--- config.mk ---
export PLATFORM = sky130hd
export DESIGN_NAME = point_window_average_outlier_gate_core
export DESIGN_NICKNAME = d
export VERILOG_FILES = /design/src/hdl/pwa_pkg.sv /design/src/hdl/pwa_div.sv /design/src/hdl/point_window_average_outlier_gate_core.sv
export VERILOG_INCLUDE_DIRS = /design/src /design/src/hdl
export SDC_FILE = /design/constraint.sdc
export NUM_CORES = 2
export LEC_CHECK = 0
export ABC_AREA = 1
export BUFFER_PORTS_ARGS = -buffer_cell sky130_fd_sc_hd__buf_2
export CAP_MARGIN = 20
export CORE_ASPECT_RATIO = 1.2
export CORE_MARGIN = 4
export CORE_UTILIZATION = 52
export DETAILED_ROUTE_END_ITERATION = 8
export GPL_TIMING_DRIVEN = 0
export PLACE_DENSITY = 0.68
export SYNTH_ARGS = -nofsm -noshare
export SYNTH_HDL_FRONTEND = slang
export SYNTH_SLANG_ARGS = --single-unit
--- constraint.sdc ---
create_clock -name aclk -period 8.7 [get_ports aclk]
set_clock_uncertainty 0.15 [all_clocks]
set_input_delay 1.74 -clock aclk [delete_from_list [all_inputs] [get_ports aclk]]
set_output_delay 1.74 -clock aclk [all_outputs]
set_load 0.1 [all_outputs]
--- src/hdl/assert_macros.svh ---
// Assertion macros shared by the point window averaging RTL.
// Expects aclk and aresetn in the scope of each use.
`ifndef ASSERT_MACROS_SVH
`define ASSERT_MACROS_SVH

// Same-cycle implication.
`define PWA_ASSERT_NOW(lbl, ante, cons, msg) \
    lbl: assert property (@(posedge aclk) disable iff (!aresetn) (ante) |-> (cons)) \
        else $error(msg);

// Next-cycle implication.
`define PWA_ASSERT_NEXT(lbl, ante, cons, msg) \
    lbl: assert property (@(posedge aclk) disable iff (!aresetn) (ante) |=> (cons)) \
        else $error(msg);

`endif

--- src/hdl/pwa_pkg.sv ---
// Package for the point window average / outlier gate.
// Holds the sequencer state type, register map and fixed field widths.
package pwa_pkg;

    localparam int WLEN_W  = 5;
    localparam int LIMIT_W = 34;
    localparam int ADDR_W  = 4;
    localparam int DATA_W  = 64;

    localparam logic [0:0] REG_WINDOW_LENGTH = 1'b0;
    localparam logic [0:0] REG_OUTLIER_LIMIT = 1'b1;

    localparam logic [WLEN_W-1:0]  WLEN_RESET  = 5'd8;
    localparam logic [LIMIT_W-1:0] LIMIT_RESET = 34'd10000;

    typedef enum logic [2:0] {
        ST_IDLE,
        ST_SUM,
        ST_DIV,
        ST_CHECK,
        ST_DONE
    } pwa_state_t;

endpackage

--- src/hdl/pwa_div.sv ---
// Restoring divider, one quotient bit per cycle, truncates toward zero.
// Signed dividend, unsigned nonzero divisor. Uses pwa_pkg and assert_macros.svh.
`include "assert_macros.svh"
module pwa_div #(
    parameter int NUM_W = 20,
    parameter int DEN_W = 5,
    parameter int QUO_W = 16
) (
    input  logic                    aclk,
    input  logic                    aresetn,
    input  logic                    start,
    input  logic signed [NUM_W-1:0] num,
    input  logic [DEN_W-1:0]        den,
    output logic                    done,
    output logic signed [QUO_W-1:0] quo
);
    import pwa_pkg::*;

    localparam int CNT_W = $clog2(NUM_W + 1);

    logic             busy_reg;
    logic             done_reg;
    logic [CNT_W-1:0] cnt_reg;
    logic [NUM_W-1:0] mag_reg;
    logic [DEN_W-1:0] rem_reg;
    logic [DEN_W-1:0] den_reg;
    logic             neg_reg;
    logic [DEN_W:0]   trial;
    logic             ge;
    logic [DEN_W:0]   trial_sub;
    logic [NUM_W-1:0] res;

    assign trial     = {rem_reg, mag_reg[NUM_W-1]};
    assign ge        = trial >= {1'b0, den_reg};
    assign trial_sub = trial - {1'b0, den_reg};
    assign res       = neg_reg ? (~mag_reg + NUM_W'(1)) : mag_reg;
    assign quo       = signed'(res[QUO_W-1:0]);
    assign done      = done_reg;

    always_ff @(posedge aclk) begin
        if (!aresetn) begin
            busy_reg <= 1'b0;
            done_reg <= 1'b0;
            cnt_reg  <= '0;
        end else begin
            done_reg <= 1'b0;
            if (start) begin
                busy_reg <= 1'b1;
                cnt_reg  <= '0;
            end else if (busy_reg) begin
                cnt_reg <= cnt_reg + CNT_W'(1);
                if (cnt_reg == CNT_W'(NUM_W - 1)) begin
                    busy_reg <= 1'b0;
                    done_reg <= 1'b1;
                end
            end
        end
    end

    always_ff @(posedge aclk) begin
        if (start) begin
            mag_reg <= num[NUM_W-1] ? $unsigned(-num) : $unsigned(num);
            neg_reg <= num[NUM_W-1];
            den_reg <= den;
            rem_reg <= '0;
        end else if (busy_reg) begin
            mag_reg <= {mag_reg[NUM_W-2:0], ge};
            rem_reg <= ge ? trial_sub[DEN_W-1:0] : trial[DEN_W-1:0];
        end
    end

    `PWA_ASSERT_NEXT(a_start_busy, start, busy_reg, "divider not busy after start")
    `PWA_ASSERT_NEXT(a_last_done, busy_reg && !start && cnt_reg == CNT_W'(NUM_W - 1),
                     done_reg && !busy_reg, "divider missed its final step")

endmodule

--- src/hdl/point_window_average_outlier_gate_core.sv ---
// Top level of the point window average with outlier gate.
// Uses pwa_pkg, pwa_div and assert_macros.svh.
//
// Usage:
//   s_ channel: one point (x, y, z) per transfer. m_ channel: one result per
//   point, the truncated mean of the newest L window points and mean_valid.
//   L is window_length (0 acts as 1, clamped to MAX_WINDOW). Registers sit on
//   an APB port: window_length at 0x0, outlier_limit at 0x8, pready tied high.
//   Timing: one point at a time. A point takes two passes over the window
//   memory, one read per cycle, around a bit-serial divide of the three sums.
//   The memory read port sets the pass lengths, the divider the middle part.
//   The output register holds a result until taken; the next point is taken
//   as soon as the result is loaded there. If the receiver stalls and a new
//   result is ready, the block waits and holds s_ready low.
//   Reset: window reads as all-origin (a fill count masks unwritten entries),
//   registers return to 8 and 10000, no result pending. No clearing pass.
`include "assert_macros.svh"
module point_window_average_outlier_gate_core #(
    parameter int MAX_WINDOW = 16,
    parameter int COORD_BITS = 16
) (
    input  logic                          aclk,
    input  logic                          aresetn,
    input  logic                          s_valid,
    output logic                          s_ready,
    input  logic signed [COORD_BITS-1:0]  s_point_x,
    input  logic signed [COORD_BITS-1:0]  s_point_y,
    input  logic signed [COORD_BITS-1:0]  s_point_z,
    output logic                          m_valid,
    input  logic                          m_ready,
    output logic signed [COORD_BITS-1:0]  m_mean_x,
    output logic signed [COORD_BITS-1:0]  m_mean_y,
    output logic signed [COORD_BITS-1:0]  m_mean_z,
    output logic                          m_mean_valid,
    input  logic                          psel,
    input  logic                          penable,
    input  logic                          pwrite,
    input  logic [pwa_pkg::ADDR_W-1:0]    paddr,
    input  logic [pwa_pkg::DATA_W-1:0]    pwdata,
    output logic [pwa_pkg::DATA_W-1:0]    prdata,
    output logic                          pready
);
    import pwa_pkg::*;

    localparam int AW   = (MAX_WINDOW > 1) ? $clog2(MAX_WINDOW) : 1;
    localparam int CW   = $clog2(MAX_WINDOW + 1);
    localparam int LW   = (CW > WLEN_W) ? CW : WLEN_W;
    localparam int SW   = COORD_BITS + $clog2(MAX_WINDOW);
    localparam int DW   = COORD_BITS + 1;
    localparam int QW   = 2 * DW;
    localparam int D2W  = QW + 2;
    localparam int CMPW = (D2W > LIMIT_W) ? D2W : LIMIT_W;
    localparam int PW   = 3 * COORD_BITS;

    // configuration
    logic [WLEN_W-1:0]  wlen_reg;
    logic [LIMIT_W-1:0] limit_reg;
    logic               cfg_wr;

    assign pready = 1'b1;
    assign cfg_wr = psel & penable & pwrite;

    always_ff @(posedge aclk) begin
        if (!aresetn) begin
            wlen_reg  <= WLEN_RESET;
            limit_reg <= LIMIT_RESET;
        end else if (cfg_wr) begin
            unique case (paddr[ADDR_W-1])
                REG_WINDOW_LENGTH: wlen_reg  <= pwdata[WLEN_W-1:0];
                REG_OUTLIER_LIMIT: limit_reg <= pwdata[LIMIT_W-1:0];
                default: ;
            endcase
        end
    end

    always_comb begin
        unique case (paddr[ADDR_W-1])
            REG_WINDOW_LENGTH: prdata = DATA_W'(wlen_reg);
            REG_OUTLIER_LIMIT: prdata = DATA_W'(limit_reg);
            default:           prdata = '0;
        endcase
    end

    // control state
    pwa_state_t       state_reg, state_next;
    logic [CW-1:0]    fill_reg;
    logic [CW-1:0]    len_reg;
    logic [CW-1:0]    issue_cnt_reg;
    logic [AW-1:0]    head_reg;
    logic [AW-1:0]    rd_ptr_reg;
    logic             p1_vld_reg, p2_vld_reg, p3_vld_reg;
    logic             m_valid_reg;

    logic             in_xfer, issue, issue_more, div_start, chk_start, out_load;
    logic             div_done;
    logic [AW-1:0]    wr_ptr;
    logic [LW-1:0]    wlen_ext;
    logic [CW-1:0]    len_sel;

    assign wlen_ext   = LW'(wlen_reg);
    assign len_sel    = (wlen_ext == '0) ? CW'(1) :
                        (wlen_ext > LW'(MAX_WINDOW)) ? CW'(MAX_WINDOW) : CW'(wlen_ext);
    assign wr_ptr     = (head_reg == AW'(MAX_WINDOW - 1)) ? '0 : head_reg + AW'(1);
    assign issue_more = issue_cnt_reg < len_reg;

    always_comb begin
        state_next = state_reg;
        s_ready    = 1'b0;
        issue      = 1'b0;
        div_start  = 1'b0;
        chk_start  = 1'b0;
        out_load   = 1'b0;
        unique case (state_reg)
            ST_IDLE: begin
                s_ready = 1'b1;
                if (s_valid) begin
                    state_next = ST_SUM;
                end
            end
            ST_SUM: begin
                issue = issue_more;
                if (!issue_more && !p1_vld_reg) begin
                    div_start  = 1'b1;
                    state_next = ST_DIV;
                end
            end
            ST_DIV: begin
                if (div_done) begin
                    chk_start  = 1'b1;
                    state_next = ST_CHECK;
                end
            end
            ST_CHECK: begin
                issue = issue_more;
                if (!issue_more && !p1_vld_reg && !p2_vld_reg && !p3_vld_reg) begin
                    state_next = ST_DONE;
                end
            end
            ST_DONE: begin
                if (!m_valid_reg || m_ready) begin
                    out_load   = 1'b1;
                    state_next = ST_IDLE;
                end
            end
            default: state_next = ST_IDLE;
        endcase
    end

    assign in_xfer = s_valid & s_ready;

    always_ff @(posedge aclk) begin
        if (!aresetn) begin
            state_reg <= ST_IDLE;
        end else begin
            state_reg <= state_next;
        end
    end

    always_ff @(posedge aclk) begin
        if (!aresetn) begin
            fill_reg      <= '0;
            len_reg       <= '0;
            issue_cnt_reg <= '0;
            head_reg      <= '0;
            rd_ptr_reg    <= '0;
            p1_vld_reg    <= 1'b0;
            p2_vld_reg    <= 1'b0;
            p3_vld_reg    <= 1'b0;
            m_valid_reg   <= 1'b0;
        end else begin
            p1_vld_reg <= issue;
            p2_vld_reg <= p1_vld_reg && (state_reg == ST_CHECK);
            p3_vld_reg <= p2_vld_reg;
            if (in_xfer) begin
                head_reg      <= wr_ptr;
                rd_ptr_reg    <= wr_ptr;
                len_reg       <= len_sel;
                issue_cnt_reg <= '0;
                if (fill_reg != CW'(MAX_WINDOW)) begin
                    fill_reg <= fill_reg + CW'(1);
                end
            end else if (chk_start) begin
                rd_ptr_reg    <= head_reg;
                issue_cnt_reg <= '0;
            end else if (issue) begin
                rd_ptr_reg    <= (rd_ptr_reg == '0) ? AW'(MAX_WINDOW - 1)
                                                    : rd_ptr_reg - AW'(1);
                issue_cnt_reg <= issue_cnt_reg + CW'(1);
            end
            if (out_load) begin
                m_valid_reg <= 1'b1;
            end else if (m_ready) begin
                m_valid_reg <= 1'b0;
            end
        end
    end

    // window memory, newest entry at head_reg
    logic [PW-1:0] win_mem [0:MAX_WINDOW-1];
    logic [PW-1:0] rd_data_reg;
    logic          live_reg;

    always_ff @(posedge aclk) begin
        if (in_xfer) begin
            win_mem[wr_ptr] <= {s_point_x, s_point_y, s_point_z};
        end
        if (issue) begin
            rd_data_reg <= win_mem[rd_ptr_reg];
            live_reg    <= issue_cnt_reg < fill_reg;
        end
    end

    logic [PW-1:0]                 pt_word;
    logic signed [COORD_BITS-1:0]  pt_x, pt_y, pt_z;

    assign pt_word = live_reg ? rd_data_reg : '0;
    assign pt_x    = signed'(pt_word[PW-1 -: COORD_BITS]);
    assign pt_y    = signed'(pt_word[2*COORD_BITS-1 -: COORD_BITS]);
    assign pt_z    = signed'(pt_word[COORD_BITS-1:0]);

    // sums and divide
    logic signed [SW-1:0]         sum_x_reg, sum_y_reg, sum_z_reg;
    logic signed [COORD_BITS-1:0] mean_x, mean_y, mean_z;
    logic                         done_y, done_z;

    always_ff @(posedge aclk) begin
        if (in_xfer) begin
            sum_x_reg <= '0;
            sum_y_reg <= '0;
            sum_z_reg <= '0;
        end else if (p1_vld_reg && state_reg == ST_SUM) begin
            sum_x_reg <= sum_x_reg + SW'(pt_x);
            sum_y_reg <= sum_y_reg + SW'(pt_y);
            sum_z_reg <= sum_z_reg + SW'(pt_z);
        end
    end

    pwa_div #(.NUM_W(SW), .DEN_W(CW), .QUO_W(COORD_BITS)) u_div_x (
        .aclk(aclk), .aresetn(aresetn), .start(div_start),
        .num(sum_x_reg), .den(len_reg), .done(div_done), .quo(mean_x)
    );
    pwa_div #(.NUM_W(SW), .DEN_W(CW), .QUO_W(COORD_BITS)) u_div_y (
        .aclk(aclk), .aresetn(aresetn), .start(div_start),
        .num(sum_y_reg), .den(len_reg), .done(done_y), .quo(mean_y)
    );
    pwa_div #(.NUM_W(SW), .DEN_W(CW), .QUO_W(COORD_BITS)) u_div_z (
        .aclk(aclk), .aresetn(aresetn), .start(div_start),
        .num(sum_z_reg), .den(len_reg), .done(done_z), .quo(mean_z)
    );

    // distance check: diff -> square -> sum and compare
    logic signed [DW-1:0] dx_reg, dy_reg, dz_reg;
    logic signed [QW-1:0] sx_reg, sy_reg, sz_reg;
    logic [D2W-1:0]       d2;
    logic                 ok_reg;

    assign d2 = D2W'($unsigned(sx_reg)) + D2W'($unsigned(sy_reg)) + D2W'($unsigned(sz_reg));

    always_ff @(posedge aclk) begin
        dx_reg <= DW'(pt_x) - DW'(mean_x);
        dy_reg <= DW'(pt_y) - DW'(mean_y);
        dz_reg <= DW'(pt_z) - DW'(mean_z);
        sx_reg <= QW'(dx_reg) * QW'(dx_reg);
        sy_reg <= QW'(dy_reg) * QW'(dy_reg);
        sz_reg <= QW'(dz_reg) * QW'(dz_reg);
        if (chk_start) begin
            ok_reg <= 1'b1;
        end else if (p3_vld_reg && (CMPW'(d2) >= CMPW'(limit_reg))) begin
            ok_reg <= 1'b0;
        end
    end

    // output register
    always_ff @(posedge aclk) begin
        if (out_load) begin
            m_mean_x     <= mean_x;
            m_mean_y     <= mean_y;
            m_mean_z     <= mean_z;
            m_mean_valid <= ok_reg;
        end
    end

    assign m_valid = m_valid_reg;

    `PWA_ASSERT_NEXT(a_accept_sum, in_xfer, state_reg == ST_SUM, "accept did not start sum pass")
    `PWA_ASSERT_NOW(a_fill_max, 1'b1, fill_reg <= CW'(MAX_WINDOW), "fill count overflow")
    `PWA_ASSERT_NOW(a_issue_len, 1'b1, issue_cnt_reg <= len_reg, "read pass overran length")
    `PWA_ASSERT_NOW(a_div_lanes, div_done, done_y && done_z, "divider lanes out of step")
    `PWA_ASSERT_NEXT(a_load_valid, out_load, m_valid_reg, "result load lost")

endmodule

==> results.toml <==
[status]
status = "complete, no violations"

[setup_path]
crit_chain = "clkbuf_1 -> clkbuf_1 -> nand2_1 -> inv_1 -> fa_1 -> fa_1 -> fa_1 -> fa_1 -> fa_1 -> inv_1 -> fa_1 -> inv_1 -> ha_1 -> nand2_1 -> nor4_1 -> nand3_1 -> nand3_1 -> a31oi_1 -> xor2_1"
critPathRequiredTime_ns = 9.18
max_stage_delay_ns = 0.94
criticalPathCategory = "register to register"
critPathLaunchType = "register"
end_kind = "register"
rr_worst_depth = 19
cp_common_cell = "fa_1"
critPathArrivalTime_ns = 8.41
path_delay_family = "adder cells"
r2r_end = "sz_reg[33]$_DFF_P_"
r2r_slack_ns = 0.77
path_buf_inv = 5
r2r_start = "dz_reg[2]$_DFF_P_"
slowest_stage = "fa_1"
worst-path-max-fanout = 10
startpoint = "dz_reg[2]$_DFF_P_"

[synthesis]
yosysSeqAreaShare_pct = 39.43
yosys.area_share.simple_pct = 10.48
synth_compound_area_share_pct = 10.67
synth_top_family_by_area = "adder cells"
netlist_instances = 8868
async_flop_share_pct = 0
synth.area.mux_share_pct = 0
yosysTopAreaCell = "edfxtp_1"
ys.flop_type = "edfxtp_1"
ys_top_cells_by_area = "edfxtp_1, fa_1, inv_1"
synth_area_um2 = 87070
synth-seq-cells = 1248
yosys_warnings = 0
synth-xor-area-share_pct = 3.677
synth_top_area_share_pct = 32.21
ys_types = 71
yosys.area_share.adder_pct = 26.27
synth_edf_count = 934
avgSynthCellArea_um2 = 9.818

[drt]
routed_wl_um = 254000
drt_iter0_drc = 4897
detail-route-antenna-nets = 0
wl_per_cell_um = 21.92
drc = 0
via_per_inst = 5.530
vias = 64087
drtPass1Iterations = 6

[global_routing]
antenna_found_initial = 19
grt_pass1_vias = 66919
overflow = 0
grtUsageTotal_pct = 29.08
grt_pass1_wl_um = 384800
grt_max_degree = 37

[sta]
setup_ws_ns = 0.7675
finalSetupViolCount = 0
max_slew.worst_pin.slew_ns = 1.153
fmax_mhz = 126.1
rsz0062_at_grt = "no"
drv_slew = 0
max_slew_margin_pct = 23.11
period_minus_slack_ns = 7.933
hold_viol_final = 0
finalCritPeriodShare_pct = 91.18
tns_ns = 0

[clocking]
cts_made_buffers = 130
clk_latency_ns = 0.79
cts_setup_buffers = 0
post_cts_resized = 0
root_buffer = "clkbuf_16"
cts.sinks = 1248
postCtsHoldBufs = 0
cts_tree = "yes"
cts_buffer_depth = 3
clk_pin_slew_ns = 0.06
htreeDepth = 4

[cells_and_area]
area_delta_synth_final_pct = 10.11
drive_above_1_share_pct = 7.155
largest_register_ffs = 768
stdcell_area_um2 = 95870
nets = 10685

[place]
post-place-ws_ns = 0.7089
dp_hpwl_um = 201000
port_buffers = 173
placed_area_um2 = 91670
place_congestion = 0.9661

[die]
start_util_pct = 52.32
die_w_um = 381.5
coreArea_um2 = 166400
fp-row-count = 164
die-height_um = 456.3
dieArea_um2 = 174100
io-pin-count = 239

[worst_hold_path]
hold_depth = 0
holdPathEnd = "sx_reg[0]$_DFF_P_"
hold_start = "dx_reg[0]$_DFF_P_"
hold_class = "register to register"

[run]
cap_violations = 0
through the flow:
step                cells  utilization [%]  hold slack, ns
floorplan            8898                -          0.1790
global placement    11312            54.59          0.2336
detailed placement  11346            55.08          0.2431
CTS                 11577            57.59          0.2188
global route        11578            57.59          0.2368
finish              11588            57.61          0.2302
layout make-up:
cell class / instances / area [µm²]
timing repair buffer: 207 / 1549
sequential: 1248 / 34330
clock buffer: 158 / 3408
clock inverter: 73 / 768.2
tap: 2241 / 2804
buffer: 370 / 1623
fill: 14278 / 70540
antenna: 11 / 27.53
multi-input combinational: 5518 / 44740
inverter: 1762 / 6616
worst max-delay path by stage:
stage / end / cells past startpoint / slack (ns)
finish: sz_reg[33]$_DFF_P_ / 19 / 0.77
global route: sz_reg[33]$_DFF_P_ / 19 / 0.32
CTS: sz_reg[33]$_DFF_P_ / 19 / 0.68
detailed placement: sz_reg[33]$_DFF_P_ / 19 / 0.71
global placement: win_mem[3][13]$_DFFE_PP_ / 6 / 0.34
floorplan: sx_reg[31]$_DFF_P_ / 22 / 2.62
cell usage after synthesis, types with 173 or more instances:
cell type     n
nand2_1    1167
nor2_1      710
a21oi_1     395
dfxtp_1     314
xor2_1      265
inv_1      1747
nand3_1     173
clkbuf_1    258
ha_1        486
edfxtp_1    934
fa_1        839
o21ai_0     647
layout by cell type (no fill, tap or decap), types with 16 or more instances in the layout:
master / n
inv_1: 1747
nand2_1: 1167
edfxtp_1: 934
fa_1: 839
nor2_1: 693
o21ai_0: 647
ha_1: 486
a21oi_1: 395
dfxtp_1: 314
clkbuf_1: 281
xor2_1: 265
buf_2: 231
nand3_1: 173
o221ai_1: 147
clkbuf_16: 130
xnor2_1: 95
o211ai_1: 74
o21ai_1: 64
o22ai_1: 60
nor3_1: 42
nand4_1: 40
buf_4: 35
conb_1: 32
buf_12: 32
or2_2: 30
a21o_1: 28
o21bai_1: 25
nor2_4: 20
clkinv_1: 20
a21oi_2: 18
nand2_2: 18
clkinv_2: 18
o21ai_2: 16
a31oi_1: 16
metal layers:
| layer | track usage (%) | vias to the layer above | share of wire [%] | routed length, µm |
|---|---|---|---|---|
| li1 | - | 29378 | - | - |
| met1 | 31.86 | 31244 | 35 | 88740 |
| met2 | 51.53 | 2646 | 50 | 128200 |
| met4 | 18.84 | 6 | 7.6 | 19270 |
| met5 | 0 | - | 0.013 | 33 |
| met3 | 5.477 | 813 | 7.0 | 17770 |
logic make-up after synthesis:
family | count (synthesis)
AOI/OAI and AO/OA | 1563
xor gates and xnor gates | 363
adders and majority gates | 1325
buffers and inverters | 2132
DFF | 1248
other | 2
and+or+nand+nor | 2235
Power is left out: the tool's default activity adds up to more than one toggle a clock period on the data nets, which glitch-free logic cannot reach.
